File: src/rtl/assert_macros.svh
// ----------------------------------------------------------------------------
// Assertion macros shared by the dither row RTL
// Concurrent checks on clk with the synchronous reset rst held off.
// ----------------------------------------------------------------------------
`ifndef ASSERT_MACROS_SVH
`define ASSERT_MACROS_SVH

// Same-cycle implication.
`define ASSERT_IMPLIES(label, ante, cons, msg) \
  label: assert property (@(posedge clk) disable iff (rst) (ante) |-> (cons)) \
    else $error(msg);

// Next-cycle implication.
`define ASSERT_NEXT(label, ante, cons, msg) \
  label: assert property (@(posedge clk) disable iff (rst) (ante) |=> (cons)) \
    else $error(msg);

`endif

File: src/rtl/edd_ram.sv
// ----------------------------------------------------------------------------
// edd_ram
// Simple dual-port RAM: one write port, one read port, registered read.
// ----------------------------------------------------------------------------
`timescale 1ns / 1ps

module edd_ram #(
  parameter int WIDTH = 8,
  parameter int DEPTH = 16,
  localparam int AW   = $clog2(DEPTH)
) (
  input  logic             clk,
  input  logic             we,
  input  logic [AW-1:0]    waddr,
  input  logic [WIDTH-1:0] wdata,
  input  logic             re,
  input  logic [AW-1:0]    raddr,
  output logic [WIDTH-1:0] rdata
);

  logic [WIDTH-1:0] mem [DEPTH];

  always_ff @(posedge clk) begin
    if (we) begin
      mem[waddr] <= wdata;
    end
    if (re) begin
      rdata <= mem[raddr];
    end
  end

endmodule

File: config.mk
export PLATFORM = sky130hd
export DESIGN_NAME = edd_ram
export DESIGN_NICKNAME = d
export VERILOG_FILES = /design/src/rtl/assert_macros.svh /design/src/rtl/edd_ram.sv
export SDC_FILE = /design/constraint.sdc
export NUM_CORES = 1
export LEC_CHECK = 0
export BUFFER_PORTS_ARGS = -buffer_cell sky130_fd_sc_hd__buf_2
export CAP_MARGIN = 20
export CELL_PAD_IN_SITES_DETAIL_PLACEMENT = 0
export CELL_PAD_IN_SITES_GLOBAL_PLACEMENT = 1
export CORE_ASPECT_RATIO = 1.1
export CORE_MARGIN = 3
export CORE_UTILIZATION = 50
export DETAILED_ROUTE_END_ITERATION = 7
export HOLD_SLACK_MARGIN = 0.05
export PLACE_DENSITY = 0.8
export SYNTH_ARGS = -nofsm -noshare
export SYNTH_HDL_FRONTEND = slang
export SYNTH_SLANG_ARGS = --single-unit
File: constraint.sdc
create_clock -name clk -period 3 [get_ports clk]
set_clock_uncertainty 0.15 [all_clocks]
set_input_delay 0 -clock clk [delete_from_list [all_inputs] [get_ports clk]]
set_output_delay 0 -clock clk [all_outputs]
set_load 0.005 [all_outputs]
Yosys cells after proc, flatten, opt, wreduce, memory -nomap -nowiden

Memory sizes are Yosys's and may differ from the RTL's. A register that Yosys moved wholly into a read port is not among the register bits.
Index checks and enable logic that the tools add are counted.

Muxes and demuxes: 2
Div/mod/pow operators: 0
Add/sub/neg operators: 0
Equal/unequal tests: 0
Reductions and logical operators: 0
Magnitude comparators: 0
Shifts and indexed selects: 0
Multipliers: 0
Bitwise logic cells: 0

Operators by type and width:

| kind    | count |
|---|---|
| $mux W1 | 2 |

Logic and storage cells: 3
Bits in latches: 0
Memory bits (writable): 128
Bits in registers: 0
Output and inout bits: 8
Memories: 1
Memory bits (read-only): 0

Memory list:

| memory | words | bits a word | rd ports | clocked after Yosys merged registers in | write ports | line          | RTL |
|---|---|---|---|---|---|---|---|
| mem    | 16    | 8           | 1        | 1                                       | 1           | edd_ram.sv:21 | `logic [WIDTH-1:0] mem [DEPTH];` |

Logic depth before layout (Yosys ltp)

Word-level depth: 2
Gate-level depth with buffers: 5
Mapped depth without buffers: 3

Worst setup path before layout

No wires, ideal clock.

Kind: input to register
Start point: in waddr[2]
End point: mem mem[0][0] (enable)
Data arrival time: 1110 ps
Buffers on the path: 0
Setup slack: 1357 ps
Required time: 2467 ps
Library setup time: 383 ps
Stages on the path: 2
Path through: or3b_2 -> nor3_1

RTL lines:

| element     | line          | RTL |
|---|---|---|
| from (decl) | edd_ram.sv:14 | `input logic [AW-1:0] waddr,` |
| to (decl)   | edd_ram.sv:21 |  |

No word-level cell before the write port.

Worst setup path after layout

Start point: in waddr[2]
End point: mem mem[1][0] (enable)

No word-level cell before the write port.

==> reports/qor_table.md <==
| Group | Item | Reported |
|---|---|---|
| worst hold path | Worst hold path type | in2reg |
| detailed routing | Overall via count from detail_route | 2,461 |
| cells and area | Most frequent cells in the layout | 136 x sky130_fd_sc_hd__edfxtp_1, 26 x sky130_fd_sc_hd__buf_2, 18 x sky130_fd_sc_hd__mux4_2, 18 x sky130_fd_sc_hd__dlygate4sd3_1 |
| die | Full die area | 11,720 um^2 |
| pwr | Pwr Density | 712.9 nW/um^2 |
| detailed routing | DRT antenna net count | 0 |
| synth | Synthesized net count | 248 |
| clock network | Number of clock sinks | 136 |
| die | Placement row count | 38 |
| die | Vertical die dimension | 113.2 um |
| place | Final HPWL from detailed placement | 5.894 mm |
| synth | Area contributors post-synth | sky130_fd_sc_hd__edfxtp_1 78%, sky130_fd_sc_hd__mux4_2 7.8%, sky130_fd_sc_hd__mux4_1 7.0% |
| sta | Post-layout min period | 2.429 ns |
| critical path | CP required | 2.99 ns |
| synth | Top cell type by total area after synthesis | sky130_fd_sc_hd__edfxtp_1 |
| critical path | Critical Path End Type | register |
| synth | Seq/Total Area, Yosys | 78.12% |
| synth | Synthesis Warnings | 0 |
| global routing | Global-route wire length before repair | 15.21 mm |
| sta | Total negative slack | 0 ns |
| sta | Number of max-slew violations in the final report | 0 |
| clock network | H-Tree Depth | 4 |
| place | Cell count after placement | 392 |
| die | Die Span X | 103.5 um |
| status | Run status | complete, no violations |
| sta | Hold slack | 0.07691 ns |
| detailed routing | First-pass iteration count of the detailed router | 4 |
| pwr | Largest voltage drop on the vdd net | 0.4035 mV |
| place | Last weighted congestion value of the routability-driven placer | 0.7238 |
| die | IO Count | 27 |
| detailed routing | Routed WL per cell | 21.94 um |
| place | Number of port buffers | 26 |
| place | Pre-CTS setup slack | 1.038 ns |
| cells and area | Final instance count without filler cells | 442 |
| critical path | Category of the most critical setup path | in2reg |
| clock network | Maximum root-to-sink buffer count | 2 |
| cells and area | Most common cell after layout, fill and taps aside | sky130_fd_sc_hd__edfxtp_1 |
| synth | Count of mapped cells out of synthesis | 229 |
| sta | Setup violations, final | 0 |
| sta | Pin slew with the least headroom to its limit | 0.9144 ns |
| synth | Area share of the leading cell type in the synthesized netlist | 78.12% |
| critical path | Arrival @ worst endpoint | 2.41 ns |
| critical path | Type of element launching the critical path | input port |
| critical path | Buffering stage count on the worst path with inverters included | 3 |
| critical path | Highest net fanout along the worst path | 8 |
| clock network | Clock tree from TritonCTS | built |
| synth | Register bit count reported by yosys | 136 |
| cells and area | Antenna cells | 0 |
| sta | Final hold violation count | 0 |
| critical path | Slowest cell on crit path | sky130_fd_sc_hd__nor2_1 |
| die | Core Footprint | 10,030 um^2 |
| detailed routing | Number of remaining DRC errors | 0 |
| detailed routing | Ratio of routed vias to standard cells | 5.568 |
| sta | Min setup slack post-route | 0.5710 ns |
| sta | Slew margin rel. | 38.82% |
| detailed routing | Number of violations reported at the end of detailed-routing iteration 0 | 203 |
| cells and area | Share of final-layout standard cells stronger than drive strength 1 | 27.15% |
| global routing | Maximum number of pins on one net before global-route repair | 33 |
| sta | Setup repair after global routing missed its margin | false |
| detailed routing | Overall routed net length | 9.697 mm |
| cells and area | Fin nets | 308 |
| clock network | Clock Pin Slew Worst Setup and Hold Paths | 0.06 ns |
| synth | Count of cell types in the netlist | 18 |
| synth | Mean Syn Cell Area | 22.83 um^2 |
| global routing | Total overflow reported by the global router | 0 |
| global routing | Global router's overall resource usage | 18.61% |
| critical path | Setup slack of the worst register-to-register path | 1.31 ns |
| critical path | Largest incremental delay on the critical path | 0.67 ns |
| die | Starting Density | 52.11% |
| critical path | Critical-path cell list | dlygate4sd3_1 > buf_2 > or3b_2 > dlygate4sd3_1 > nor2_1 |
| job | Count of max-cap constraint violations | 0 |
| sta | Portion of the clock cycle consumed by the worst path in the final layout | 80.97% |
| critical path | Top Family by Delay on Critical Path | buffers and inverters |
| cells and area | Area growth from synthesis to final layout | 20.78% |
| sta | Maximum achievable frequency | 0.4117 GHz |
| synth | Post-synthesis instance area | 5228 um^2 |
| global routing | Number of global-route vias before repair | 2,622 |
| clock network | Resize count post-CTS | 0 |
| global routing | Initial antenna violation count | 0 |
| critical path | Cell type with the highest occurrence count on the critical path | sky130_fd_sc_hd__dlygate4sd3_1 |
| pwr | Leak | 2.124 nW |
| clock network | Skew-Pair Late Insertion Delay | 0.51 ns |
| clock network | Cell at the root of the clock tree | sky130_fd_sc_hd__clkbuf_8 |
| clock network | Number of buffers inserted during clock tree synthesis | 17 |
synth_stat cells:
cell,n
sky130_fd_sc_hd__nand2_1,9
sky130_fd_sc_hd__edfxtp_1,136
sky130_fd_sc_hd__nor3_1,4
sky130_fd_sc_hd__nor2b_1,1
sky130_fd_sc_hd__mux4_2,18
sky130_fd_sc_hd__nor2_1,13
sky130_fd_sc_hd__buf_6,3
sky130_fd_sc_hd__mux4_1,14
sky130_fd_sc_hd__or3b_2,1
sky130_fd_sc_hd__nand3_1,1
sky130_fd_sc_hd__nand2b_1,2
sky130_fd_sc_hd__buf_4,1
sky130_fd_sc_hd__buf_2,3
sky130_fd_sc_hd__a22oi_1,16
sky130_fd_sc_hd__and2_1,1
sky130_fd_sc_hd__nand3b_1,2
sky130_fd_sc_hd__and2b_1,1
sky130_fd_sc_hd__clkdlybuf4s25_2,3
routing by layer:
metal	global-route usage, %	wire (um)	up-vias	share of wire [%]
met5	0	0	-	0
met4	7.168	172	0	1.8
met3	5.672	763	13	7.9
met2	29.12	4988	99	51
met1	24.58	3772	1247	39
li1	-	-	1102	-
where the power goes:
group	leakage, nW	total [W]	internal [W]	switching [W]
clock network	0.294	0.00215	0.00142	0.000729
registers	1.24	0.00215	0.00214	0.0000112
logic	0.593	0.000201	0.0000915	0.000109
worst reg2reg max path, delay by kind of cell, from the launching register on:
kind | cells | cell delay, ns
simple gates | 1 | 0.09
mux | 1 | 0.50
compound gates | 1 | 0.32
flops | 1 | 0.37
cells by family (layout without fill, tap and decap cells):
kind of cell | after synthesis | in the layout | synth area share, %
compound gates | 16 | 16 | 2.298
mux | 32 | 32 | 14.79
simple gates | 35 | 35 | 3.136
flops | 136 | 136 | 78.12
buf+inv | 10 | 83 | 1.651
timing repair:
item                                   CTS  global route
endpoints found under the hold margin  270             0
buffers inserted                         0             0
hold buffers                            18             0
registers in the layout, summed over array words and instances (netlist names):
name and count:
mem 128, rdata 8
cell type report:
type	count	area, um^2
Clock inverter	15	207.7
Tap cell	140	175.2
Timing Repair Buffer	51	375.4
Multi-Input combinational cell	83	1057
Sequential cell	136	4084
Fill cell	656	3719
Clock buffer	17	414.1
per-stage QoR:
stage	power (W)	instance area, um^2	util (%)
after floorplan	0.002297	5228	-
after global placement	0.002372	5512	54.94
after detailed placement	0.002378	5512	54.94
after CTS	0.004527	6314	62.93
after global routing	0.004633	6314	62.93
final	0.004501	6314	62.93
path summary, 6_finish.rpt:
check | depth (start not counted) | from | to
max | 5 | waddr[2] | mem[1][0]
min | 4 | raddr[3] | rdata[5]
max reg2reg | 3 | mem[0][2] | rdata[2]
min reg2reg | 3 | mem[8][1] | rdata[1]
Note: power is estimated with default switching activity, not from simulation.
