==> src/rtl/assert_macros.svh <==
// ----------------------------------------------------------------------------
// Assertion macros shared by the dither row RTL
// Concurrent checks on clk with the synchronous reset rst held off.
// ----------------------------------------------------------------------------
`ifndef ASSERT_MACROS_SVH
`define ASSERT_MACROS_SVH

// Same-cycle implication.
`define ASSERT_IMPLIES(label, ante, cons, msg) \
  label: assert property (@(posedge clk) disable iff (rst) (ante) |-> (cons)) \
    else $error(msg);

// Next-cycle implication.
`define ASSERT_NEXT(label, ante, cons, msg) \
  label: assert property (@(posedge clk) disable iff (rst) (ante) |=> (cons)) \
    else $error(msg);

`endif

==> src/rtl/edd_pkg.sv <==
// ----------------------------------------------------------------------------
// edd_pkg
// Types, register indexes and the per-dot error arithmetic of the dither row.
// ----------------------------------------------------------------------------
`timescale 1ns / 1ps

package edd_pkg;

  localparam int NUM_LANES = 3;
  localparam int LANE_W    = 8;
  localparam int ERR_W     = NUM_LANES * LANE_W;

  // configuration register indexes
  localparam logic REG_COLOUR_MODE   = 1'b0;
  localparam logic REG_DOT_THRESHOLD = 1'b1;

  localparam logic [7:0] DOT_THRESHOLD_RESET = 8'd127;
  localparam logic signed [10:0] DOT_ON_OFFSET = 11'sd255;
  localparam logic signed [12:0] SPLIT_ROUND  = 13'sd6;

  typedef enum logic [1:0] {
    SEQ_IDLE,
    SEQ_PIXEL,
    SEQ_FLUSH
  } edd_seq_state_t;

  // one operation handed from the sequencer to the update stage
  typedef struct packed {
    logic                                 flush;  // row end: swap and clear
    logic                                 last;   // final dot of the transaction
    logic                                 colour; // all three lanes active
    logic                                 bank;   // current-row bank
    logic [NUM_LANES-1:0][LANE_W-1:0]     chan;
  } edd_op_t;

  // line buffer write control from the update stage
  typedef struct packed {
    logic nxt_we;   // write of the next-row bank at the op position
    logic clr_we;   // clear of column 0 in the current-row bank
    logic cur_bank;
  } edd_wr_ctl_t;

  typedef struct packed {
    logic              on;
    logic [LANE_W-1:0] e3;
    logic [LANE_W-1:0] e2;
  } edd_px_t;

  // dot decision and error split for one lane
  function automatic edd_px_t edd_diffuse_px(input logic [7:0] src,
                                             input logic [7:0] err,
                                             input logic [7:0] thr);
    logic signed [9:0]  sum;
    logic signed [10:0] x;
    logic signed [12:0] xe;
    logic signed [12:0] t;
    logic signed [12:0] e3;
    logic signed [12:0] e2;
    edd_px_t            r;
    sum  = $signed({{2{err[7]}}, err}) + $signed({2'b00, src});
    r.on = sum > $signed({2'b00, thr});
    if (r.on) begin
      x = $signed({sum[9], sum}) - DOT_ON_OFFSET;
    end else begin
      x = $signed({sum, 1'b0});
    end
    xe   = $signed({{2{x[10]}}, x});
    t    = (xe <<< 1) + xe + SPLIT_ROUND;
    e3   = t >>> 3;
    e2   = xe - (e3 <<< 1);
    r.e3 = e3[7:0];
    r.e2 = e2[7:0];
    return r;
  endfunction

endpackage

==> src/rtl/edd_seq.sv <==
// ----------------------------------------------------------------------------
// edd_seq
// Input sequencer: takes a source pixel, issues one dot per repeat and a
// flush op at row end; owns the column position and the bank select.
// ----------------------------------------------------------------------------
`timescale 1ns / 1ps
`include "assert_macros.svh"

module edd_seq #(
  parameter int MAX_ROW_PIXELS = 4096,
  parameter int MAX_REPEAT     = 16,
  localparam int PW            = $clog2(MAX_ROW_PIXELS + 1)
) (
  input  logic             clk,
  input  logic             rst,
  input  logic             s_tvalid,
  output logic             s_tready,
  input  logic [31:0]      s_tdata,
  input  logic             s_tlast,
  input  logic             colour_mode,
  input  logic             adv,
  output logic             issue,
  output edd_pkg::edd_op_t op,
  output logic [PW-1:0]    pos
);

  import edd_pkg::*;

  localparam int RW = ($clog2(MAX_REPEAT + 1) > 5) ? $clog2(MAX_REPEAT + 1) : 5;

  edd_seq_state_t                   state, state_next;
  logic [NUM_LANES-1:0][LANE_W-1:0] chan;
  logic                             row_end;
  logic [RW-1:0]                    rem;
  logic                             sel;
  logic [RW-1:0]                    rep;
  logic [RW-1:0]                    rep_sat;

  assign rep     = RW'(s_tdata[28:24]);
  assign rep_sat = (rep == '0) ? RW'(1) :
                   ((rep > RW'(MAX_REPEAT)) ? RW'(MAX_REPEAT) : rep);

  always_comb begin
    state_next = state;
    s_tready   = 1'b0;
    issue      = 1'b0;
    op.flush   = 1'b0;
    op.last    = (rem == RW'(1));
    op.colour  = colour_mode;
    op.bank    = sel;
    op.chan    = chan;
    case (state)
      SEQ_IDLE: begin
        // held low through reset
        s_tready = !rst;
        if (s_tvalid) begin
          state_next = SEQ_PIXEL;
        end
      end
      SEQ_PIXEL: begin
        if (adv) begin
          issue = 1'b1;
          if (rem == RW'(1)) begin
            state_next = row_end ? SEQ_FLUSH : SEQ_IDLE;
          end
        end
      end
      SEQ_FLUSH: begin
        if (adv) begin
          issue      = 1'b1;
          op.flush   = 1'b1;
          state_next = SEQ_IDLE;
        end
      end
      default: begin
        state_next = SEQ_IDLE;
      end
    endcase
  end

  always_ff @(posedge clk) begin
    if (rst) begin
      state <= SEQ_IDLE;
    end else begin
      state <= state_next;
    end
  end

  always_ff @(posedge clk) begin
    if (rst) begin
      rem <= '0;
      pos <= '0;
      sel <= 1'b0;
    end else begin
      if (s_tvalid && s_tready) begin
        rem <= rep_sat;
      end else if (issue && !op.flush) begin
        rem <= rem - RW'(1);
        if (pos < PW'(MAX_ROW_PIXELS)) begin
          pos <= pos + PW'(1);
        end
      end else if (issue && op.flush) begin
        pos <= '0;
        sel <= ~sel;
      end
    end
  end

  always_ff @(posedge clk) begin
    if (s_tvalid && s_tready) begin
      chan[0] <= s_tdata[7:0];
      chan[1] <= s_tdata[15:8];
      chan[2] <= s_tdata[23:16];
      row_end <= s_tlast;
    end
  end

  `ASSERT_NEXT(a_flush_swaps, issue && op.flush, pos == '0 && sel != $past(sel),
               "row end did not rewind the column and swap the banks")

endmodule

==> config.mk <==
export PLATFORM = sky130hd
export DESIGN_NAME = edd_seq
export DESIGN_NICKNAME = d
export VERILOG_FILES = /design/src/rtl/edd_pkg.sv /design/src/rtl/edd_seq.sv
export VERILOG_INCLUDE_DIRS = /design/src /design/src/rtl
export SDC_FILE = /design/constraint.sdc
export NUM_CORES = 1
export LEC_CHECK = 0
export ABC_CLOCK_PERIOD_IN_PS = 3200
export BUFFER_PORTS_ARGS = -buffer_cell sky130_fd_sc_hd__buf_2
export CAP_MARGIN = 30
export CORE_ASPECT_RATIO = 0.75
export CORE_MARGIN = 2
export CORE_UTILIZATION = 50
export CTS_CLUSTER_SIZE = 12
export DETAILED_ROUTE_END_ITERATION = 6
export PLACE_DENSITY = 0.83
export SYNTH_ARGS = -nofsm -noshare
export SYNTH_HDL_FRONTEND = slang
export SYNTH_SLANG_ARGS = --single-unit
==> constraint.sdc <==
create_clock -name clk -period 3.2 [get_ports clk]
set_input_delay 0.48 -clock clk [delete_from_list [all_inputs] [get_ports clk]]
set_output_delay 0.48 -clock clk [all_outputs]
set_load 0.03 [all_outputs]
======== Word level (Yosys, flattened, before mapping) ========
Index checks and enable logic that the tools add are counted.
storage, ports and cells
  bits of input ports ..................... 38
  register bits ........................... 46
  output and inout port bits .............. 43
cells by class
  bitwise logic cells ..................... 3
  mux-type cells .......................... 17
  reductions and logical operators ........ 13
  eq/ne operators ......................... 8
  order comparisons ....................... 2
  $add $sub $neg .......................... 2
operators by type and width
  kind                     number
  $mux W13                 3
  $mux W5                  4
  $add A13 B1 Y13 const B  1
  $lt A13 B13 Y1 const B   1
  $mux W2                  5
  $ne A2 B2 Y1 const B     4
  $pmux W2 S3              1
  $reduce_and A3 Y1        2
  $eq A5 B1 Y1 const B     1
  $gt A5 B5 Y1 const B     1
  $logic_not A5 Y1         1
  $sub A5 B1 Y5 const B    1
  $mux W1                  4
  $reduce_and A4 Y1        1
  $reduce_bool A2 Y1       2
  $logic_and A1 B1 Y1      3
  $not A1 Y1               3
  $eq A2 B1 Y1 const B     1
  $eq A2 B2 Y1 const B     1
  $logic_not A1 Y1         2
  $logic_not A2 Y1         1
  $ne A2 B1 Y1 const B     1
  $reduce_or A2 Y1         1

======== Longest topological paths before layout ========
Gate-level depths: netlist (run 1).
  word-level depth ........................ 6
  gate-level depth with buffers ........... 8
  depth with buffers taken out ............ 7

======== Least setup slack after synthesis (run 1) ========
OpenSTA, ideal clock, no wires.
  path type ............................... register to register
  start point ............................. register rem[1]
  end point ............................... register state[0]
  slack ................................... 0.966 ns
  library setup time ...................... 0.125 ns
  cell stages (with the launch flop) ...... 7
  arrival time ............................ 2.108 ns
  period minus slack after synthesis ...... 2.234 ns
  path through ............................ dfxtp_1 -> inv_1 -> ha_1 -> nor4b_1 -> a2bb2oi_1 -> o21ai_0 -> o41ai_1
RTL lines
  item                      line           RTL
  start: declaration        edd_seq.sv:34  logic [RW-1:0] rem;
  start signal: assignment  edd_seq.sv:96  rem <= rep_sat;
  start signal: assignment  edd_seq.sv:98  rem <= rem - RW'(1);
  end signal: assignment    edd_seq.sv:85  state <= state_next;
  end: declaration          edd_seq.sv:31  edd_seq_state_t state, state_next;

======== Worst setup path in the final report (run 1) ========
  start point ............................. register state[0]
  end point ............................... register pos[11]
on the way
  longest elaborated chain between the ends .. 6
ends and longest elaborated chain
  item                                                          line                           RTL
  $eq A2 B2 Y1 or $eq A2 B1 Y1 (tied branches)                  edd_seq.sv:52                  case (state)
  $reduce_or A2 Y1 (no line) or $mux W1 (tied branches)         --
  $mux W1 or $logic_not A1 Y1 (tied branches)                   --
  $logic_and A1 B1 Y1, on equally long branches                 edd_seq.sv:97, edd_seq.sv:102
  $ne A2 B1 Y1 (no line) or $reduce_bool A2 Y1 (tied branches)  --
  $reduce_and A3 Y1 (no line)                                   --
  end signal: assignment                                        edd_seq.sv:100                 pos <= pos + PW'(1);
  end: declaration                                              edd_seq.sv:24                  output logic [PW-1:0] pos
Several ways; a longest one is shown, not always the timed one.
A chain may end at the register's enable or synchronous reset.

==> run_results.csv, run 1 <==
group,metric,value,unit
global_route,grt_pass1_wl,5710,um
min_path,hp-class,"input port to flop",
detailed_routing,avgRoutedWirePerCell,12.1,um
cts,cts_resized,0,
power,clock_network_power_share,22.9,%
sta,final.setup_skew,0.00841,ns
synthesis,async_flop_share,0,%
cts,ctsHoldBuffers,0,
detailed_routing,drt_first_iter_violations,45,
worst_setup_path,critical_path_peak_fanout,32,
sta,max_clock_freq,0.423,GHz
sta,finalHoldViolCount,0,
detailed_routing,drt-vias-per-instance,4.98,
worst_setup_path,data_required_critical_path,3.44,ns
global_route,antenna_found_initial,0,
sta,fin_tns_setup,0,ns
cts,cts-buffers-inserted,5,
place,placement.io_buffers,75,
floorplan,die_width,75.6,um
cts,worstSkewPairLatency,0.29,ns
synthesis,yosysUniqueCellTypes,41,
global_route,track_usage,17.0,%
cts,clkSinkCount,46,
run,cap_violations,0,
power,p_comb_share,27.5,%
worst_setup_path,setup.worst_path.start_class,"flop",
synthesis,yosys_warnings,0,
finish,antennaDiodeCount,0,
power,p_switching,480,uW
sta,finalWorstSetupSlack,0.839,ns
sta,report.final.slew_viol_count,0,
sta,rsz_0062_raised_after_global_routing,"false",
synthesis,synth_area_leaders,"edfxtp_1 (39%), dfxtp_1 (22%), ha_1 (4.6%), a21oi_1 (3.1%), or3_1 (2.6%)",
worst_setup_path,worst_r2r_path_depth,7,
synthesis,synth.ff_latch_count,46,
power,power_report.internal_total,997,uW
cts,clk_transition_reported_paths,0.08,ns
cts,tritoncts_clock_tree,"yes",
power,vdd.ir_drop.worst,0.298,mV
floorplan,die_h,57.7,um
detailed_routing,drc,0,
synthesis,synth_seq_area_share,60.9,%
floorplan,initial_utilization,52.2,%
cts,cts_htree_levels,2,
place,placed_area,2330,um^2
worst_setup_path,crit_type,"flop to flop",
sta,max_slew_margin,71.1,%
global_route,grt_pass1_vias,1317,
finish,finalInstanceArea,2420,um^2
sta,period_minus_slack,2.36,ns
cts,cts_setup_buffers,0,
cts,cts-root-buf,"clkbuf_8",
cts,cts-root-to-sink-buffers,2,
power,seq_power_share,49.5,%
worst_setup_path,critical_path_arrival,2.60,ns
finish,final_layout_size_suffix_gt1_share,35.5,%
synthesis,synth_top_area_cell,"edfxtp_1",
min_path,hold_path_depth,1,
place,dpl_worst_slack,0.692,ns
sta,fin_crit_sh,73.8,%
detailed_routing,drt_first_pass_iters,4,
floorplan,die_area,4370,um^2
detailed_routing,totalWireLength,3570,um
place,gpl.final_weighted_congestion,0.789,
power,power.static_leakage,1.01,nW
place,dp_hpwl,2720,um
floorplan,io_pins,81,
detailed_routing,final_antenna_net_count,0,
finish,final_net_count,286,
synthesis,synthesis.area,1920,um^2
worst_setup_path,end_kind,"flop",
floorplan,total_number_of_placement_rows,19,
power,power.density,611,nW/um^2
floorplan,core_region_area,3680,um^2
global_route,grt-ovfl-total,0,
synthesis,number_of_enable_flip_flop_cells_after_synthesis,25,
synthesis,post_synthesis_cells,166,
sta,max_slew.worst_pin.slew,0.428,ns
synthesis,syn_avg_cell_area,11.6,um^2
synthesis,synthesized_net_count,211,
status,run_status,"finished clean",
global_route,maximum_number_of_pins_on_one_net_before_global_route_repair,33,
synthesis,top_cell_type_s_share_of_synthesized_area,39.0,%
synthesis,synth-main-ff-cell,"edfxtp_1",
power,power.share.switching,32.5,%
detailed_routing,num_vias,1464,
sta,finalSetupViolations,0,
finish,syn2layout_area_growth,25.6,%
[final timing paths]
path | slack (ns) | end | start
setup / recovery | 0.84 | pos[11] | state[0]
hold / removal | 0.36 | op[4] | s_tdata[4]
setup reg to reg | 0.84 | pos[11] | state[0]
hold reg to reg | 0.50 | pos[12] | pos[12]
[flip-flops by register name, indices dropped and copies added, names as in the netlist]
| name | count |
|---|---|
| sel | 1 |
| rem | 5 |
| op | 24 |
| state | 2 |
| row_end | 1 |
| pos | 13 |
[synthesized netlist by cell type (2+ instances only)]
master    instances
a211oi_1          2
a21oi_1          12
a32o_1            2
buf_2             3
buf_4             2
clkbuf_1          2
dfxtp_1          21
edfxtp_1         25
ha_1              7
inv_1            10
nand2_1           9
nand3_1           5
nand3b_1          2
nor2_1            9
nor2b_1           4
nor3_1            4
o21ai_0           3
o21ai_1           7
or3_1             8
or4_1             2
xnor2_1           5
xor2_1            3
[cell usage in the layout, fill, tap and decap left out, types with 7 or more instances in the layout]
master,netlist,final
buf_2,3,75
edfxtp_1,25,25
dfxtp_1,21,21
a21oi_1,12,12
inv_1,10,10
nand2_1,9,9
nor2_1,9,9
or3_1,8,8
o21ai_1,7,7
ha_1,7,7
[stage by stage]
stage	instances	hold slack (ns)	total power [mW]	util, %
finish	294	0.359	1.48	65.6
global route	294	0.342	1.57	65.6
CTS	294	0.349	1.50	65.6
detailed placement	286	0.490	1.16	63.2
global placement	286	0.480	1.15	63.2
floorplan	166	0.480	1.05	-
[logic make-up (layout without fill, tap and decap cells)]
| group | count (synthesis) | after routing | synth area share (%) |
|---|---|---|---|
| buffers and inverters | 18 | 94 | 4.23 |
| flip-flops | 46 | 46 | 60.9 |
| XOR/XNOR | 8 | 8 | 3.64 |
| AO/OA/AOI/OAI | 32 | 32 | 10.1 |
| adder cells (fa/ha/maj) | 7 | 7 | 4.55 |
| AND/OR/NAND/NOR | 55 | 55 | 16.6 |
[power groups by stage]
stage | clock [mW] | combinational, mW | sequential, mW
global placement | 0 | 0.404 | 0.743
finish | 0.339 | 0.407 | 0.731
detailed placement | 0 | 0.412 | 0.744
CTS | 0.350 | 0.413 | 0.732
floorplan | 0 | 0.235 | 0.814
global route | 0.377 | 0.448 | 0.741
[critical path, stage by stage (launching register included)]
cell and delay [ns]:
dfxtp_1 0.34, inv_1 0.09, ha_1 0.25, nand3b_4 0.16, inv_4 0.16, or4_1 0.70, or4b_1 0.52, nand2_1 0.08
[cell type report]
type                       count  area [um^2]
fill                         314         1270
timing repair buffer          75          375
tap                           52         65.1
sequential                    46         1170
clock buffer                   5         68.8
inverter                      11         43.8
multi-input combinational    102          672
clock inverter                 3         21.3
[layer usage]
layer	share of wire [%]	global-route usage, %	vias up	routed length, um
li1	-	-	745	-
met3	9.1	6.09	2	325
met2	47	28.1	52	1670
met5	0	0	-	0
met4	0.28	3.01	0	10
met1	44	21.9	665	1570
Power figures use the tool's default switching activity.
==> inputs of run 2 (changes only) <==
- ABC_CLOCK_PERIOD_IN_PS: 3200 -> 2200
- CORE_UTILIZATION: 50 -> 47
- PLACE_DENSITY: 0.83 -> 0.79
- clock period: 3.2 -> 2.2 ns (I/O delays scaled with it)
==> run_results.csv, run 2 (synthesis results as in run 1) <==
group,metric,value,unit
power,vdd.ir_drop.worst,0.573,mV
finish,final_net_count,293,
place,dp_cells,296,
worst_setup_path,critical_path_peak_fanout,8,
worst_setup_path,setup.worst_path.start_class,"flop",
floorplan,die_area,4630,um^2
cts,ctsHoldBuffers,0,
finish,nFillCells,323,
place,dp_hpwl,2740,um
floorplan,die_h,59.4,um
sta,final.setup_skew,0.00408,ns
sta,finalHoldViolCount,0,
floorplan,total_number_of_placement_rows,20,
detailed_routing,num_vias,1502,
floorplan,initial_utilization,48.4,%
global_route,track_usage,16.8,%
finish,layoutNonFillerInstCount,304,
sta,finalWorstSetupSlack,0.0580,ns
place,gpl.final_weighted_congestion,0.822,
detailed_routing,drc,0,
floorplan,core_region_area,3980,um^2
detailed_routing,avgRoutedWirePerCell,12.1,um
cts,cts_setup_buffers,0,
sta,report.final.slew_viol_count,0,
sta,fin_crit_sh,97.4,%
min_path,hp-class,"input port to flop",
sta,period_minus_slack,2.14,ns
sta,final.hold.worst_slack,0.206,ns
power,power.density,885,nW/um^2
place,placement.io_buffers,75,
finish,largest_register_ffs,24,
global_route,grt-ovfl-total,0,
cts,worstSkewPairLatency,0.29,ns
sta,max_slew_margin,75.5,%
detailed_routing,totalWireLength,3670,um
sta,max_slew.worst_pin.slew,0.367,ns
cts,cts_resized,0,
cts,clkSinkCount,46,
detailed_routing,drt_first_pass_iters,4,
global_route,grt_pass1_wl,5930,um
worst_setup_path,critical_path_arrival,2.39,ns
finish,antennaDiodeCount,0,
global_route,antenna_found_initial,0,
finish,final_common_cell,"buf_2",
finish,syn2layout_area_growth,28.7,%
place,dpl_worst_slack,0.0734,ns
cts,clk_transition_reported_paths,0.08,ns
power,total_chip_power,2.19,mW
global_route,maximum_number_of_pins_on_one_net_before_global_route_repair,31,
global_route,grt_pass1_vias,1335,
cts,cts-root-to-sink-buffers,2,
detailed_routing,drt-vias-per-instance,4.94,
worst_setup_path,end_kind,"flop",
cts,cts_htree_levels,2,
floorplan,die_width,77.9,um
floorplan,io_pins,81,
detailed_routing,drt_first_iter_violations,61,
sta,rsz_0062_raised_after_global_routing,"true",
sta,max_clock_freq,0.467,GHz
finish,layout_common_cells,"buf_2 (75), edfxtp_1 (25), dfxtp_1 (21)",
finish,final_layout_size_suffix_gt1_share,37.3,%
sta,fin_tns_setup,0,ns
sta,finalSetupViolations,0,
worst_setup_path,data_required_critical_path,2.44,ns
cts,tritoncts_clock_tree,"yes",
cts,cts-buffers-inserted,5,
detailed_routing,final_antenna_net_count,0,
run,cap_violations,0,
status,run_status,"finished clean",
worst_setup_path,crit_type,"flop to flop",
power,power.static_leakage,1.04,nW
cts,cts-root-buf,"clkbuf_8",
-- run 2: cell types whose count changed in the layout (fill, tap and decap cells not counted) --
cell / change
nor4b_1: -1
buf_4: +7
clkinvlp_2: +1
clkbuf_1: +1
clkinv_2: -1
clkinvlp_4: -1
nor4b_2: +1
-- run 2: critical path, stage by stage, from the launching register on --
cell	delay [ns]
dfxtp_1	0.34
inv_1	0.09
ha_1	0.30
nand2_1	0.11
or4_1	0.67
or4b_1	0.51
nand2_1	0.07
-- run 2: metrics by stage --
step                cell area [um^2]  util [%]
finish                          2480      62.2
global route                    2480      62.2
CTS                             2480      62.2
detailed placement              2390      60.1
global placement                2390      60.1
floorplan                       1930         -
-- run 2: worst paths after layout --
| kind | to | cells after the start | slack (ns) | startpoint |
|---|---|---|---|---|
| worst max register to register | pos[11] | 6 | 0.06 | state[0] |
| worst max-delay path | pos[11] | 6 | 0.06 | state[0] |
| worst min-delay path | op[0] | 1 | 0.21 | s_tdata[0] |
| worst min register to register | pos[12] | 1 | 0.51 | pos[12] |
-- run 2: layout make-up --
class	instances	area, um^2	share of cell area, %
Sequential cell	46	1170	47.3
Multi-Input combinational cell	102	678	27.4
Timing Repair Buffer	82	428	17.3
Clock buffer	6	72.6	2.93
Tap cell	55	68.8	2.78
Inverter	11	43.8	1.77
Clock inverter	2	13.8	0.556
-- run 2: metal layers --
layer	track usage, %	routed length [um]	vias up
li1	-	-	760
met1	22.6	1780	679
met2	26.1	1580	58
met3	4.73	270	5
met4	6.12	40	0
met5	0	0	-
-- run 2: where the power goes --
group,switching (mW),internal (mW)
clock network,0.269,0.223
registers,0.0483,1.02
logic,0.396,0.236
total,0.714,1.48
