### config.mk
export PLATFORM = sky130hd
export DESIGN_NAME = edd_diffuse
export DESIGN_NICKNAME = d
export VERILOG_FILES = /design/src/rtl/edd_pkg.sv /design/src/rtl/edd_diffuse.sv
export VERILOG_INCLUDE_DIRS = /design/src /design/src/rtl
export SDC_FILE = /design/constraint.sdc
export NUM_CORES = 1
export LEC_CHECK = 0
export ABC_CLOCK_PERIOD_IN_PS = 22200
export BUFFER_PORTS_ARGS = -buffer_cell sky130_fd_sc_hd__buf_4
export CORE_MARGIN = 4
export CORE_UTILIZATION = 35
export CTS_BUF_LIST = sky130_fd_sc_hd__clkbuf_4 sky130_fd_sc_hd__clkbuf_8 sky130_fd_sc_hd__clkbuf_16
export DETAILED_ROUTE_END_ITERATION = 8
export PLACE_DENSITY_LB_ADDON = 0.2
export SLEW_MARGIN = 20
export SYNTH_ARGS = -nofsm -noshare
export SYNTH_HDL_FRONTEND = slang
export SYNTH_SLANG_ARGS = --single-unit
### constraint.sdc
create_clock -name clk -period 22.2 [get_ports clk]
set_input_delay 6.66 -clock clk [delete_from_list [all_inputs] [get_ports clk]]
set_output_delay 6.66 -clock clk [all_outputs]
set_load 0.005 [all_outputs]
### src/rtl/assert_macros.svh
// ----------------------------------------------------------------------------
// Assertion macros shared by the dither row RTL
// Concurrent checks on clk with the synchronous reset rst held off.
// ----------------------------------------------------------------------------
`ifndef ASSERT_MACROS_SVH
`define ASSERT_MACROS_SVH

// Same-cycle implication.
`define ASSERT_IMPLIES(label, ante, cons, msg) \
  label: assert property (@(posedge clk) disable iff (rst) (ante) |-> (cons)) \
    else $error(msg);

// Next-cycle implication.
`define ASSERT_NEXT(label, ante, cons, msg) \
  label: assert property (@(posedge clk) disable iff (rst) (ante) |=> (cons)) \
    else $error(msg);

`endif

### src/rtl/edd_pkg.sv
// ----------------------------------------------------------------------------
// edd_pkg
// Types, register indexes and the per-dot error arithmetic of the dither row.
// ----------------------------------------------------------------------------
`timescale 1ns / 1ps

package edd_pkg;

  localparam int NUM_LANES = 3;
  localparam int LANE_W    = 8;
  localparam int ERR_W     = NUM_LANES * LANE_W;

  // configuration register indexes
  localparam logic REG_COLOUR_MODE   = 1'b0;
  localparam logic REG_DOT_THRESHOLD = 1'b1;

  localparam logic [7:0] DOT_THRESHOLD_RESET = 8'd127;
  localparam logic signed [10:0] DOT_ON_OFFSET = 11'sd255;
  localparam logic signed [12:0] SPLIT_ROUND  = 13'sd6;

  typedef enum logic [1:0] {
    SEQ_IDLE,
    SEQ_PIXEL,
    SEQ_FLUSH
  } edd_seq_state_t;

  // one operation handed from the sequencer to the update stage
  typedef struct packed {
    logic                                 flush;  // row end: swap and clear
    logic                                 last;   // final dot of the transaction
    logic                                 colour; // all three lanes active
    logic                                 bank;   // current-row bank
    logic [NUM_LANES-1:0][LANE_W-1:0]     chan;
  } edd_op_t;

  // line buffer write control from the update stage
  typedef struct packed {
    logic nxt_we;   // write of the next-row bank at the op position
    logic clr_we;   // clear of column 0 in the current-row bank
    logic cur_bank;
  } edd_wr_ctl_t;

  typedef struct packed {
    logic              on;
    logic [LANE_W-1:0] e3;
    logic [LANE_W-1:0] e2;
  } edd_px_t;

  // dot decision and error split for one lane
  function automatic edd_px_t edd_diffuse_px(input logic [7:0] src,
                                             input logic [7:0] err,
                                             input logic [7:0] thr);
    logic signed [9:0]  sum;
    logic signed [10:0] x;
    logic signed [12:0] xe;
    logic signed [12:0] t;
    logic signed [12:0] e3;
    logic signed [12:0] e2;
    edd_px_t            r;
    sum  = $signed({{2{err[7]}}, err}) + $signed({2'b00, src});
    r.on = sum > $signed({2'b00, thr});
    if (r.on) begin
      x = $signed({sum[9], sum}) - DOT_ON_OFFSET;
    end else begin
      x = $signed({sum, 1'b0});
    end
    xe   = $signed({{2{x[10]}}, x});
    t    = (xe <<< 1) + xe + SPLIT_ROUND;
    e3   = t >>> 3;
    e2   = xe - (e3 <<< 1);
    r.e3 = e3[7:0];
    r.e2 = e2[7:0];
    return r;
  endfunction

endpackage

### src/rtl/edd_diffuse.sv
// ----------------------------------------------------------------------------
// edd_diffuse
// Update stage: takes the line buffer read data, decides the dots, writes
// the next-row error back and holds the result in the output register.
// ----------------------------------------------------------------------------
`timescale 1ns / 1ps
`include "assert_macros.svh"

module edd_diffuse #(
  parameter int MAX_ROW_PIXELS = 4096,
  localparam int PW            = $clog2(MAX_ROW_PIXELS + 1)
) (
  input  logic                     clk,
  input  logic                     rst,
  input  logic [7:0]               dot_threshold,
  input  logic                     issue,
  input  edd_pkg::edd_op_t         op_in,
  input  logic [PW-1:0]            pos_in,
  input  logic [edd_pkg::ERR_W-1:0] rd0,
  input  logic [edd_pkg::ERR_W-1:0] rd1,
  output logic                     adv,
  output edd_pkg::edd_wr_ctl_t     wr_ctl,
  output logic [PW-1:0]            wr_addr,
  output logic [edd_pkg::ERR_W-1:0] wr_data,
  output logic                     m_tvalid,
  input  logic                     m_tready,
  output logic [7:0]               m_tdata,
  output logic                     m_tlast
);

  import edd_pkg::*;

  logic                             s1_valid;
  edd_op_t                          s1_op;
  logic [PW-1:0]                    s1_pos;
  logic [NUM_LANES-1:0][LANE_W-1:0] carry;
  logic [NUM_LANES-1:0][LANE_W-1:0] pend;
  logic [NUM_LANES-1:0]             pend_v;

  logic                             out_free;
  logic                             fire;
  logic                             sat;
  logic [NUM_LANES-1:0][LANE_W-1:0] cur_w;
  logic [NUM_LANES-1:0][LANE_W-1:0] nxt_w;
  logic [NUM_LANES-1:0][LANE_W-1:0] base;
  logic [NUM_LANES-1:0][LANE_W-1:0] wval;
  logic [NUM_LANES-1:0]             active;
  logic [NUM_LANES-1:0]             dots;
  edd_px_t                          px [NUM_LANES];

  assign out_free = !m_tvalid || m_tready;
  assign fire     = s1_valid && (s1_op.flush || out_free);
  assign adv      = !s1_valid || fire;
  assign sat      = (s1_pos == PW'(MAX_ROW_PIXELS));
  assign cur_w    = s1_op.bank ? rd1 : rd0;
  assign nxt_w    = s1_op.bank ? rd0 : rd1;

  // lanes are independent; pend holds the live next-row byte of this column
  always_comb begin
    for (int c = 0; c < NUM_LANES; c++) begin
      active[c] = (c == 0) || s1_op.colour;
      px[c]     = edd_diffuse_px(s1_op.chan[c], cur_w[c] + carry[c], dot_threshold);
      base[c]   = pend_v[c] ? pend[c] : nxt_w[c];
      wval[c]   = (active[c] && !s1_op.flush) ? base[c] + px[c].e3 : base[c];
      dots[c]   = active[c] && px[c].on;
    end
  end

  assign wr_ctl.nxt_we   = fire;
  assign wr_ctl.clr_we   = fire && s1_op.flush;
  assign wr_ctl.cur_bank = s1_op.bank;
  assign wr_addr         = s1_pos;
  assign wr_data         = wval;

  always_ff @(posedge clk) begin
    if (rst) begin
      s1_valid <= 1'b0;
    end else if (adv) begin
      s1_valid <= issue;
    end
  end

  always_ff @(posedge clk) begin
    if (adv && issue) begin
      s1_op  <= op_in;
      s1_pos <= pos_in;
    end
  end

  always_ff @(posedge clk) begin
    if (rst) begin
      pend_v <= '0;
      carry  <= '0;
    end else if (fire) begin
      if (s1_op.flush) begin
        pend_v <= '1;
        carry  <= '0;
      end else begin
        for (int c = 0; c < NUM_LANES; c++) begin
          if (sat) begin
            pend_v[c] <= 1'b1;
          end else begin
            pend_v[c] <= active[c];
          end
          if (active[c]) begin
            carry[c] <= px[c].e3;
          end
        end
      end
    end
  end

  always_ff @(posedge clk) begin
    if (fire) begin
      for (int c = 0; c < NUM_LANES; c++) begin
        if (s1_op.flush) begin
          pend[c] <= '0;
        end else if (sat) begin
          pend[c] <= wval[c];
        end else if (active[c]) begin
          pend[c] <= px[c].e2;
        end
      end
    end
  end

  always_ff @(posedge clk) begin
    if (rst) begin
      m_tvalid <= 1'b0;
    end else if (fire && !s1_op.flush) begin
      m_tvalid <= 1'b1;
    end else if (m_tready) begin
      m_tvalid <= 1'b0;
    end
  end

  always_ff @(posedge clk) begin
    if (fire && !s1_op.flush) begin
      m_tdata <= {5'b00000, dots};
      m_tlast <= s1_op.last;
    end
  end

  `ASSERT_NEXT(a_flush_state, fire && s1_op.flush, pend_v == '1 && carry == '0,
               "row end left stale carry or next-row state")

endmodule

-- Yosys cells after proc, flatten, opt, wreduce, memory -nomap -nowiden
Index checks and enable logic that the tools add are counted.
Widths: inputs -> output; s select.
- bits in registers: 98
- input bits: 101
- output and inout port bits: 51
- word-level logic and storage cells: 85
- add/sub/neg operators: 21
- $lt $le $gt $ge: 3
- eq/ne operators: 1
- mux-type cells: 23
- reduce and logical (&&, ||, !) cells: 18
- operator list (kind ; number):
    $mux 8 ; 13
    $mux 24 ; 3
    $add 8x8->8 ; 6
    $add 11x11->11 ; 3
    $add 11x4->11 const B ; 3
    $mux 11 ; 3
    $sub 10x9->11 const B ; 3
    $add 8x9->10 ; 3
    $gt 10x9->1 ; 3
    $sub 8x8->8 ; 3
    $eq 13x13->1 const B ; 1
    $logic_and 1x1->1 ; 7
    $reduce_and 2->1 ; 2
    $reduce_bool 2->1 ; 2
    $logic_not 1->1 ; 3
    $logic_or 1x1->1 ; 3
    $mux 1 ; 3
    $mux 3 ; 1
    $reduce_bool 3->1 ; 1

-- Depth between registers and ports, before layout
Gate-level depths: netlist (run 1).
- word-level depth: 10
- depth in mapped cells: 47
- depth with buffers taken out: 42

-- Worst setup path after synthesis (run 1)
No wires, ideal clock.
- path kind: input port to output port
- start point: input rd1[0] in the netlist's numbering
- end point: output wr_data[7] in the netlist's numbering
- arrival time: 13.914 ns
- required time: 15.540 ns
- setup slack: 1.626 ns
- cell stages on the path: 38
- path buffers: 0
- cells stage by stage: mux2_2 > ha_1 > fa_1 > xor2_1 > ha_1 > o21ai_0 > o21bai_1 > a21oi_1 > o21bai_1 > a21oi_1 > xor2_1 > ha_1 > a211oi_1 > o221a_2 > nor2_1 > o211ai_1 > a21boi_0 > nor2_1 > [2 not listed] > inv_1 > o2111a_1 > o31ai_1 > a21oi_1 > fa_1 > xnor2_1 > inv_1 > ha_1 > a21o_1 > a21oi_1 > inv_1 > a21oi_1 > nand2_1 > and3_1 > a211oi_1 > xnor2_1 > nor2_1 > xnor2_1
- cells in the longest elaborated chain, start to end: 9
- elaborated cells between the ends (all ways): 12
- those cells by class: 6 x add/sub; 1 x order compare; 5 x mux
- ends and longest elaborated chain (what ; line ; text):
    start, declared ; edd_diffuse.sv:20 ; input logic [edd_pkg::ERR_W-1:0] rd1,
    $mux 24 ; edd_diffuse.sv:55 ; assign cur_w = s1_op.bank ? rd1 : rd0;
    $add 8x8->8 ; edd_diffuse.sv:62 ; px[c] = edd_diffuse_px(s1_op.chan[c], cur_w[c] + carry[c], dot_threshold);
    $add 8x9->10 ; edd_pkg.sv:60 ; sum = $signed({{2{err[7]}}, err}) + $signed({2'b00, src});
    $sub 10x9->11 or $gt 10x9->1 (tied branches) ; edd_pkg.sv:63, edd_pkg.sv:61 ;
    $mux 11 ; edd_pkg.sv:62 ; if (r.on) begin
    $add 11x11->11 ; edd_pkg.sv:68 ; t = (xe <<< 1) + xe + SPLIT_ROUND;
    $add 11x4->11 ; edd_pkg.sv:68 ;
    $add 8x8->8 * ; edd_diffuse.sv:64 ; wval[c] = (active[c] && !s1_op.flush) ? base[c] + px[c].e3 : base[c];
    $mux 8 * ; edd_diffuse.sv:64 ;
    end, declared ; edd_diffuse.sv:24 ; output logic [edd_pkg::ERR_W-1:0] wr_data,
Every way passes the cells marked *; elsewhere a longest branch is shown, timed or not.

-- Worst setup path after layout (run 1)
- start point: input rd1[8] in the netlist's numbering
- end point: output wr_data[15] in the netlist's numbering
Same word-level chain as after synthesis.

==> results of run 1 <==
## flip-flops by register name, indices dropped and copies added, names as in the netlist
register / flops
m_tvalid: 1
active: 1
m_tlast: 1
m_tdata: 3
s1_valid: 1
pend_v: 2
carry: 24
s1_op: 26
wr_ctl: 1
pend: 24
wr_addr: 13
## metrics by stage
step / utilization (%) / hold WS (ns) / worst slack [ns]
2_1_floorplan: - / 0.400 / 1.63
3_3_place_gp: 40.6 / 0.401 / 0.550
3_5_place_dp: 40.6 / 0.419 / 0.401
4_1_cts: 41.5 / 0.439 / 0.347
5_1_grt: 41.6 / 0.451 / 0.0123
6_report: 41.6 / 0.437 / 0.580
## kinds of logic after synthesis
family	after synthesis	synth area share (%)
buffers and inverters	146	5.16
and+or+nand+nor	361	14.7
AOI/OAI and AO/OA	388	23.0
muxes	63	5.68
adders and majority gates	169	18.6
xor gates and xnor gates	132	10.4
other	1	0.0320
DFF	97	22.5
## worst paths after layout
check             slack [ns]  cells after the start           startpoint                endpoint
setup / recovery        0.58                     37               rd1[8]             wr_data[15]
hold reg to reg         0.44                      0  s1_op[26]$_DFFE_PP_       m_tlast$_DFFE_PP_
hold / removal          0.44                      0  s1_op[26]$_DFFE_PP_       m_tlast$_DFFE_PP_
setup reg to reg       12.55                     36  wr_ctl[0]$_DFFE_PP_  pend[15]$_SDFFCE_PP0P_
## repair_timing
item	CTS	global route
gates resized for setup	0	8
hold buffers	0	0
endpoints found under the setup margin	0	4
buffers inserted	0	0
## layer usage
metal / track usage, % / vias to the layer above / share of wire [%]
li1: - / 5227 / -
met1: 27.2 / 4933 / 47
met2: 31.4 / 263 / 45
met3: 3.18 / 37 / 5.2
met4: 7.38 / 0 / 3.1
met5: 0 / - / 0
## layout by cell type (no fill, tap or decap), types with 7 or more instances in the layout
cell type / Yosys / final
mux2i_1: 35 / 35
and3_1: 7 / 7
nor3_1: 28 / 28
maj3_2: 14 / 14
ha_1: 138 / 138
nand2_1: 89 / 88
mux2_2: 28 / 28
a211oi_1: 19 / 19
o21ai_0: 61 / 61
xnor2_1: 95 / 93
o21bai_1: 16 / 16
a21o_1: 34 / 34
nand2b_1: 7 / 7
o21a_1: 19 / 19
o21ai_1: 8 / 7
and2_1: 9 / 8
dfxtp_1: 28 / 28
edfxtp_1: 69 / 69
fa_1: 12 / 12
xor2_1: 32 / 31
nor2b_1: 12 / 12
buf_4: 7 / 168
nand4_1: 10 / 10
nor2_1: 135 / 133
inv_1: 93 / 93
nand3_1: 19 / 19
a211o_1: 10 / 10
a22oi_1: 23 / 23
o211ai_1: 12 / 12
clkbuf_16: 0 / 9
a21oi_1: 102 / 102
## final cells by class
class                      instances  area share, %
multi-input combinational       1118           62.6
sequential                        97           19.3
timing repair buffer             168           9.24
tap                              442           4.05
inverter                          95           2.63
clock buffer                       9           1.65
clock inverter                     7          0.541
## critical path, delay by kind of cell
family	cells	cell delay, ns
buffers and inverters	5	0.57
AOI/OAI and AO/OA	14	3.39
adders and majority gates	7	2.30
xor gates and xnor gates	5	1.18
muxes	1	0.28
and+or+nand+nor	5	0.57
==> out/summary.md, run 1 <==
* **run status** finished clean
* **count of non-filler cells in the finished layout** 1936
* **Worst path max stage delay** 0.43 ns
* **multi-input gate area in the final layout** 8540 um^2
* **maximum number of buffers from clock root to sink** 2
* **maximum number of pins on one net before global-route repair** 50
* **Port-buffer cells** 146
* **largest fanout of any net on the critical path** 6
* **most frequently used cell type in the post-synthesis netlist** ha_1
* **net total in the final layout** 1740
* **arrival time at the worst endpoint** 14.96 ns
* **die height** 191 um
* **ys flop type** edfxtp_1
* **Final Hold Violating Endpoints** 0
* **wire length of the first global-routing pass** 55900 um
* **width of the die** 191 um
* **number of rows created at floorplan** 66
* **number of violations of the max-capacitance limit** 0
* **most prevalent standard cell on the critical path** ha_1
* **via count** 10500
* **area of all sequential standard cells** 2630 um^2
* **clock transition at the register clock pins on the worst setup and hold paths after CTS** 0.08 ns
* **post-synthesis cell type count** 97
* **summed area of non-filler cells in the final layout** 13600 um^2
* **Routed Wire Length** 36600 um
* **detailed-routing iteration count for the pre-antenna-repair pass** 5
* **synthesized area per cell** 8.63 um^2
* **Placed Instance Area** 13300 um^2
* **f_max** 46.3 MHz
* **via count of the first global-routing pass** 9990
* **Filler cells** 3309
* **Synth Cell Area** 11700 um^2
* **top post-synthesis cells by count** 138 x ha_1, 135 x nor2_1, 102 x a21oi_1, 95 x xnor2_1, 93 x inv_1
* **kind of end point of the critical path** output pin
* **setup repair after global routing missed its margin** no
* **wire length per cell** 18.9 um
* **initial standard-cell utilization of the core** 35.7%
* **type of the setup path with the least slack** in -> out
* **crit path time final** 21.62 ns
* **clock buffers created by TritonCTS** 9
* **CTS Root Cell** clkbuf_16
* **Die Footprint** 36500 um^2
* **setup violators final** 0
* **Synthesis Warnings** 0
* **critical path's slowest cell** xor2_1
* **worst min path class** reg -> reg
* **area grow syn2layout** 16.5%
* **worst clock skew** 0.0198 ns
* **cells after synthesis** 1357
* **transition time at the pin with the least slew margin** 1.04 ns
* **cell taking the most area after synthesis** edfxtp_1
* **Post-synth EDFFs** 69
* **routed vias/inst** 5.40
* **proportion of synthesized flip-flops having asynchronous set or reset** 0%
* **TritonCTS clock tree** done
* **worst endpoint required time** 15.54 ns
* **proportion of netlist area held by the largest area contributor** 17.7%
* **share of post-route cells with drive strength above 1** 18.5%
* **antenna cells** 0
* **Core Box Area** 32800 um^2
* **total congestion overflow** 0
* **pins over their slew limit** 0
* **gr usage total** 19.8%
* **Post-Place Cells** 1920
* **number of storage elements in the synthesis netlist** 97
* **placer congestion estimate** 0.871
* **CTS H-tree lvls** 3
* **DRC** 0
* **initial antenna violation count** 0
* **accumulated negative setup slack** 0 ns
* **Clk Latency, worst-skew pair** 0.39 ns
* **period utilisation layout** 97.4%
* **startpoint kind of the worst setup timing path** input port
* **IO Pins** 152
* **sequential cell area fraction in the yosys report** 22.5%
* **Final ANT Viol Nets** 0
* **DRT iter0 DRCs** 640
* **sink count of the clock tree** 97
* **worst slew slack as a fraction of its limit** 30.6%
* **Post-DP HPWL** 28900 um
* **Synth area leaders** edfxtp_1 18%, ha_1 15%, xnor2_1 7.1%, dfxtp_1 4.8%, a21oi_1 4.4%
Power of run 1 is left out: the tool's default activity adds up to more than one toggle a clock period on the data nets, which glitch-free logic cannot reach.
==> run 2: changes to the inputs <==
--- a/config.mk
+++ b/config.mk
@@ -12,6 +12,7 @@
 export CORE_UTILIZATION = 35
 export CTS_BUF_LIST = sky130_fd_sc_hd__clkbuf_4 sky130_fd_sc_hd__clkbuf_8 sky130_fd_sc_hd__clkbuf_16
 export DETAILED_ROUTE_END_ITERATION = 8
+export GPL_TIMING_DRIVEN = 0
 export PLACE_DENSITY_LB_ADDON = 0.2
 export SLEW_MARGIN = 20
 export SYNTH_ARGS = -nofsm -noshare
==> out/summary.md, run 2 (synthesis results as in run 1) <==
* **arrival time at the worst endpoint** 15.12 ns, +0.16 ns
* **number of buffers and inverters on the critical path** 4, -1
* **worst slew slack as a fraction of its limit** 20.6%, -10 points
* **detailed-routing iteration count for the pre-antenna-repair pass** 5, unchanged
* **summed area of non-filler cells in the final layout** 14000 um^2, +2.6%
* **Placed Instance Area** 13400 um^2, +0.65%
* **Final Hold Violating Endpoints** 0, unchanged
* **Die Footprint** 36500 um^2, unchanged
* **most frequent cells in the layout** 162 x buf_4, 137 x ha_1, 132 x nor2_1
* **count of non-filler cells in the finished layout** 1972, +1.9%
* **TritonCTS clock tree** done
* **Core Box Area** 32800 um^2, unchanged
* **pins over their slew limit** 0, unchanged
* **startpoint kind of the worst setup timing path** input port
* **placer congestion estimate** 0.912, +4.8%
* **Routed Wire Length** 39300 um, +7.3%
* **f_max** 45.9 MHz, -0.73%
* **Top Registers** s1_op x26, carry x24, pend x24
* **number of rows created at floorplan** 66, unchanged
* **Post-DP HPWL** 31100 um, +7.6%
* **type of the setup path with the least slack** in -> out
* **total congestion overflow** 0, unchanged
* **via count** 10800, +3.4%
* **setup violators final** 0, unchanged
* **initial standard-cell utilization of the core** 35.7%, unchanged
* **Port-buffer cells** 145, -0.68%
* **r2r startpoint** wr_ctl[0]$_DFFE_PP_
* **clock buffers created by TritonCTS** 9, unchanged
* **DRT iter0 DRCs** 839, +31%
* **worst endpoint required time** 15.54 ns, about the same
* **CTS Root Cell** clkbuf_16
* **multi-input gate area in the final layout** 8740 um^2, +2.2%
* **flop2flop setup slack** 10.59 ns, -1.96 ns
* **run status** finished clean
* **Clk Latency, worst-skew pair** 0.39 ns, about the same
* **antenna cells** 0, unchanged
* **worst clock skew** 0.0217 ns, +0.00191 ns
* **final cell utilization of the core** 42.7%, +1.1 points
* **Post-Place Setup Slack** -0.0565 ns, -0.458 ns
* **maximum number of pins on one net before global-route repair** 42, -16%
* **CTS H-tree lvls** 3, unchanged
* **IO Pins** 152, unchanged
* **final worst-path setup slack** 0.421 ns, -0.159 ns
* **Final ANT Viol Nets** 0, unchanged
* **DRC** 0, unchanged
* **period utilisation layout** 98.1%, +0.72 points
* **wire length per cell** 19.9 um, +5.4%
* **die height** 191 um, unchanged
* **wire length of the first global-routing pass** 58900 um, +5.4%
* **hold wc startpoint** s1_op[26]$_DFFE_PP_
* **worst min path class** reg -> reg
* **gate family responsible for the most delay along the worst path** compound AO/OA/AOI/OAI gates
* **critical path's slowest cell** fa_1
* **largest fanout of any net on the critical path** 6, unchanged
* **initial antenna violation count** 0, unchanged
* **net total in the final layout** 1776, +2.1%
* **critical path launch point** rd1[8]
* **routed vias/inst** 5.48, +1.5%
* **area grow syn2layout** 19.6%
* **Filler cells** 3295, -0.42%
* **Worst path max stage delay** 0.53 ns, +0.10 ns
* **gr usage total** 21.2%, +1.4 points
* **number of violations of the max-capacitance limit** 0, unchanged
* **via count of the first global-routing pass** 10200, +1.9%
* **sink count of the clock tree** 97, unchanged
* **width of the die** 191 um, unchanged
* **crit path time final** 21.78 ns, +0.159 ns
* **most common cell after layout, fill and taps aside** buf_4
* **transition time at the pin with the least slew margin** 1.18 ns, +0.144 ns
* **maximum number of buffers from clock root to sink** 2, unchanged
* **setup repair after global routing missed its margin** no
* **largest reg by FF count** s1_op
* **area of all sequential standard cells** 2630 um^2, unchanged
* **kind of end point of the critical path** output pin
* **Post-Place Cells** 1949, +1.5%
* **max FFs per register** 26, unchanged
* **number of hold buffers added after cts** 0, unchanged
* **share of post-route cells with drive strength above 1** 20.0%, +1.5 points
* **clock transition at the register clock pins on the worst setup and hold paths after CTS** 0.08 ns, about the same
==> run 2: repair_timing <==
action                                  4_1_cts  5_1_grt
endpoints found under the setup margin        2       10
gates resized for setup                       2       42
setup buffers                                 0       10
cloned                                        0        0
pin swaps                                     0        7
==> run 2: layer usage <==
metal | vias up | share of wire [%] | wire (um) | track usage, %
li1 | 5301 | - | - | -
met2 | 331 | 46 | 18000 | 34.1
met4 | 0 | 2.3 | 886 | 5.86
met1 | 5140 | 46 | 18100 | 29.1
met5 | - | 0 | 0 | 0
met3 | 39 | 6.0 | 2370 | 4.00
==> run 2: area by class of cell <==
cell class / instances / area share, %
Buffer: 48 / 1.70
Clock inverter: 7 / 0.634
Timing Repair Buffer: 156 / 8.41
Inverter: 95 / 2.56
Multi-Input combinational cell: 1118 / 62.4
Tap cell: 442 / 3.95
Sequential cell: 97 / 18.8
Clock buffer: 9 / 1.61
==> run 2: final timing paths <==
path                       endpoint  cells past startpoint
max                     wr_data[15]                     36
max reg2reg  pend[14]$_SDFFCE_PP0P_                     39
min reg2reg       m_tlast$_DFFE_PP_                      0
min               m_tlast$_DFFE_PP_                      0
==> run 2: stage by stage <==
step,setup TNS [ns],hold slack [ns]
global placement,0,0.406
CTS,0,0.430
finish,0,0.426
detailed placement,-0.0565,0.415
global route,0,0.461
floorplan,0,0.400
Power of run 2 is left out for the same reason.
==> run 3: changes to the inputs <==
--- a/config.mk
+++ b/config.mk
@@ -10,7 +10,7 @@
 export BUFFER_PORTS_ARGS = -buffer_cell sky130_fd_sc_hd__buf_4
 export CORE_MARGIN = 4
 export CORE_UTILIZATION = 35
-export CTS_BUF_LIST = sky130_fd_sc_hd__clkbuf_4 sky130_fd_sc_hd__clkbuf_8 sky130_fd_sc_hd__clkbuf_16
+export CTS_BUF_LIST = sky130_fd_sc_hd__clkbuf_8
 export DETAILED_ROUTE_END_ITERATION = 8
 export GPL_TIMING_DRIVEN = 0
 export PLACE_DENSITY_LB_ADDON = 0.2
==> out/summary.md, run 3 (synthesis results as in run 1) <==
* **kind of end point of the critical path** output pin
* **DRT iter0 DRCs** 751, -10%
* **arrival time at the worst endpoint** 15.09 ns, -0.03 ns
* **routed vias/inst** 5.47, -0.13%
* **f_max** 46.0 MHz, +0.14%
* **setup violators final** 0, unchanged
* **gr usage total** 21.1%, -0.035 points
* **sink count of the clock tree** 97, unchanged
* **initial standard-cell utilization of the core** 35.7%, unchanged
* **net total in the final layout** 1775, -0.056%
* **wire length of the first global-routing pass** 58900 um, -0.11%
* **transition time at the pin with the least slew margin** 1.18 ns, -0.00698 ns
* **Post-DP HPWL** 31100 um, unchanged
* **Routed Wire Length** 39300 um, -0.14%
* **most frequent cells in the layout** 161 x buf_4, 137 x ha_1, 132 x nor2_1
* **placer congestion estimate** 0.912, unchanged
* **critical path launch point** rd1[8]
* **hold wc startpoint** s1_op[26]$_DFFE_PP_
* **maximum number of buffers from clock root to sink** 2, unchanged
* **Post-Place Cells** 1949, unchanged
* **Worst path max stage delay** 0.45 ns, -0.08 ns
* **largest fanout of any net on the critical path** 6, unchanged
* **CTS H-tree lvls** 3, unchanged
* **initial antenna violation count** 0, unchanged
* **CTS Root Cell** clkbuf_8
* **via count** 10800, -0.18%
* **crit path time final** 21.75 ns, -0.0315 ns
* **startpoint kind of the worst setup timing path** input port
* **total congestion overflow** 0, unchanged
* **via count of the first global-routing pass** 10200, -0.049%
* **Final Hold Violating Endpoints** 0, unchanged
* **run status** finished clean
* **maximum number of pins on one net before global-route repair** 42, unchanged
* **worst slew slack as a fraction of its limit** 21.1%, +0.47 points
* **max FFs per register** 26, unchanged
* **Port-buffer cells** 145, unchanged
* **width of the die** 191 um, unchanged
* **number of rows created at floorplan** 66, unchanged
* **final worst-path setup slack** 0.452 ns, +0.0315 ns
* **clock buffers created by TritonCTS** 9, unchanged
* **worst endpoint required time** 15.54 ns, about the same
* **type of the setup path with the least slack** in -> out
* **detailed-routing iteration count for the pre-antenna-repair pass** 5, unchanged
* **Top Registers** s1_op x26, carry x24, pend x24
* **Worst Hold Margin** 0.435 ns, +0.00883 ns
* **worst min path class** reg -> reg
* **die height** 191 um, unchanged
* **period utilisation layout** 98.0%, -0.14 points
* **count of non-filler cells in the finished layout** 1971, -0.051%
* **number of violations of the max-capacitance limit** 0, unchanged
* **Final ANT Viol Nets** 0, unchanged
* **wire length per cell** 19.9 um, about the same
* **clock transition at the register clock pins on the worst setup and hold paths after CTS** 0.12 ns, +0.04 ns
* **Post-Place Setup Slack** -0.0565 ns, unchanged
* **worst clock skew** 0.0353 ns, +0.0135 ns
* **accumulated negative setup slack** 0 ns, unchanged
* **r2r startpoint** wr_ctl[0]$_DFFE_PP_
* **pins over their slew limit** 0, unchanged
* **DRC** 0, unchanged
* **antenna cells** 0, unchanged
* **Core Box Area** 32800 um^2, unchanged
* **most prevalent standard cell on the critical path** ha_1
* **largest reg by FF count** s1_op
* **Clk Latency, worst-skew pair** 0.45 ns, +0.06 ns
* **Die Footprint** 36500 um^2, unchanged
* **TritonCTS clock tree** done
* **critical path's slowest cell** ha_1
* **IO Pins** 152, unchanged
* **share of post-route cells with drive strength above 1** 19.9%, -0.052 points
* **area grow syn2layout** 18.7%
* **most common cell after layout, fill and taps aside** buf_4
[run 3: what timing repair did]
item                                    4_1_cts  5_1_grt
gates resized for setup                       2       42
endpoints found under the hold margin         0        0
pin swaps                                     0        7
endpoints found under the setup margin        2       10
setup buffers                                 0        9
hold buffers                                  0        0
[run 3: cell type report]
type | instances | area [um^2]
multi-input combinational | 1118 | 8740
fill | 3312 | 18900
timing repair buffer | 155 | 1170
clock buffer | 9 | 124
clock inverter | 7 | 88.8
sequential | 97 | 2630
buffer | 48 | 238
tap | 442 | 553
inverter | 95 | 359
[run 3: final timing paths]
kind | to | slack, ns | depth (start not counted)
setup / recovery | wr_data[15] | 0.45 | 37
hold / removal | m_tlast$_DFFE_PP_ | 0.44 | 0
setup reg to reg | pend[14]$_SDFFCE_PP0P_ | 10.62 | 39
hold reg to reg | m_tlast$_DFFE_PP_ | 0.44 | 0
[run 3: per-stage QoR]
step / instance area, um^2 / utilization, %
after CTS: 13600 / 41.5
final: 13900 / 42.4
after detailed placement: 13400 / 40.8
after global routing: 13900 / 42.4
after floorplan: 11700 / -
after global placement: 13400 / 40.8
[run 3: worst max-delay path: cells and delay by family]
family | cells | cell delay [ns]
AOI/OAI and AO/OA | 13 | 3.20
xor gates and xnor gates | 5 | 1.34
muxes | 1 | 0.26
and+or+nand+nor | 6 | 0.76
adders and majority gates | 7 | 2.28
buffers and inverters | 5 | 0.58
[run 3: metal layers]
layer  global-route usage (%)  share of wire (%)  vias up
met1                     29.1                 46     5125
met3                     3.38                5.3       48
met2                     34.1                 46      313
met4                     6.52                2.5        0
met5                        0                  0        -
li1                         -                  -     5305
Power of run 3 is left out for the same reason.
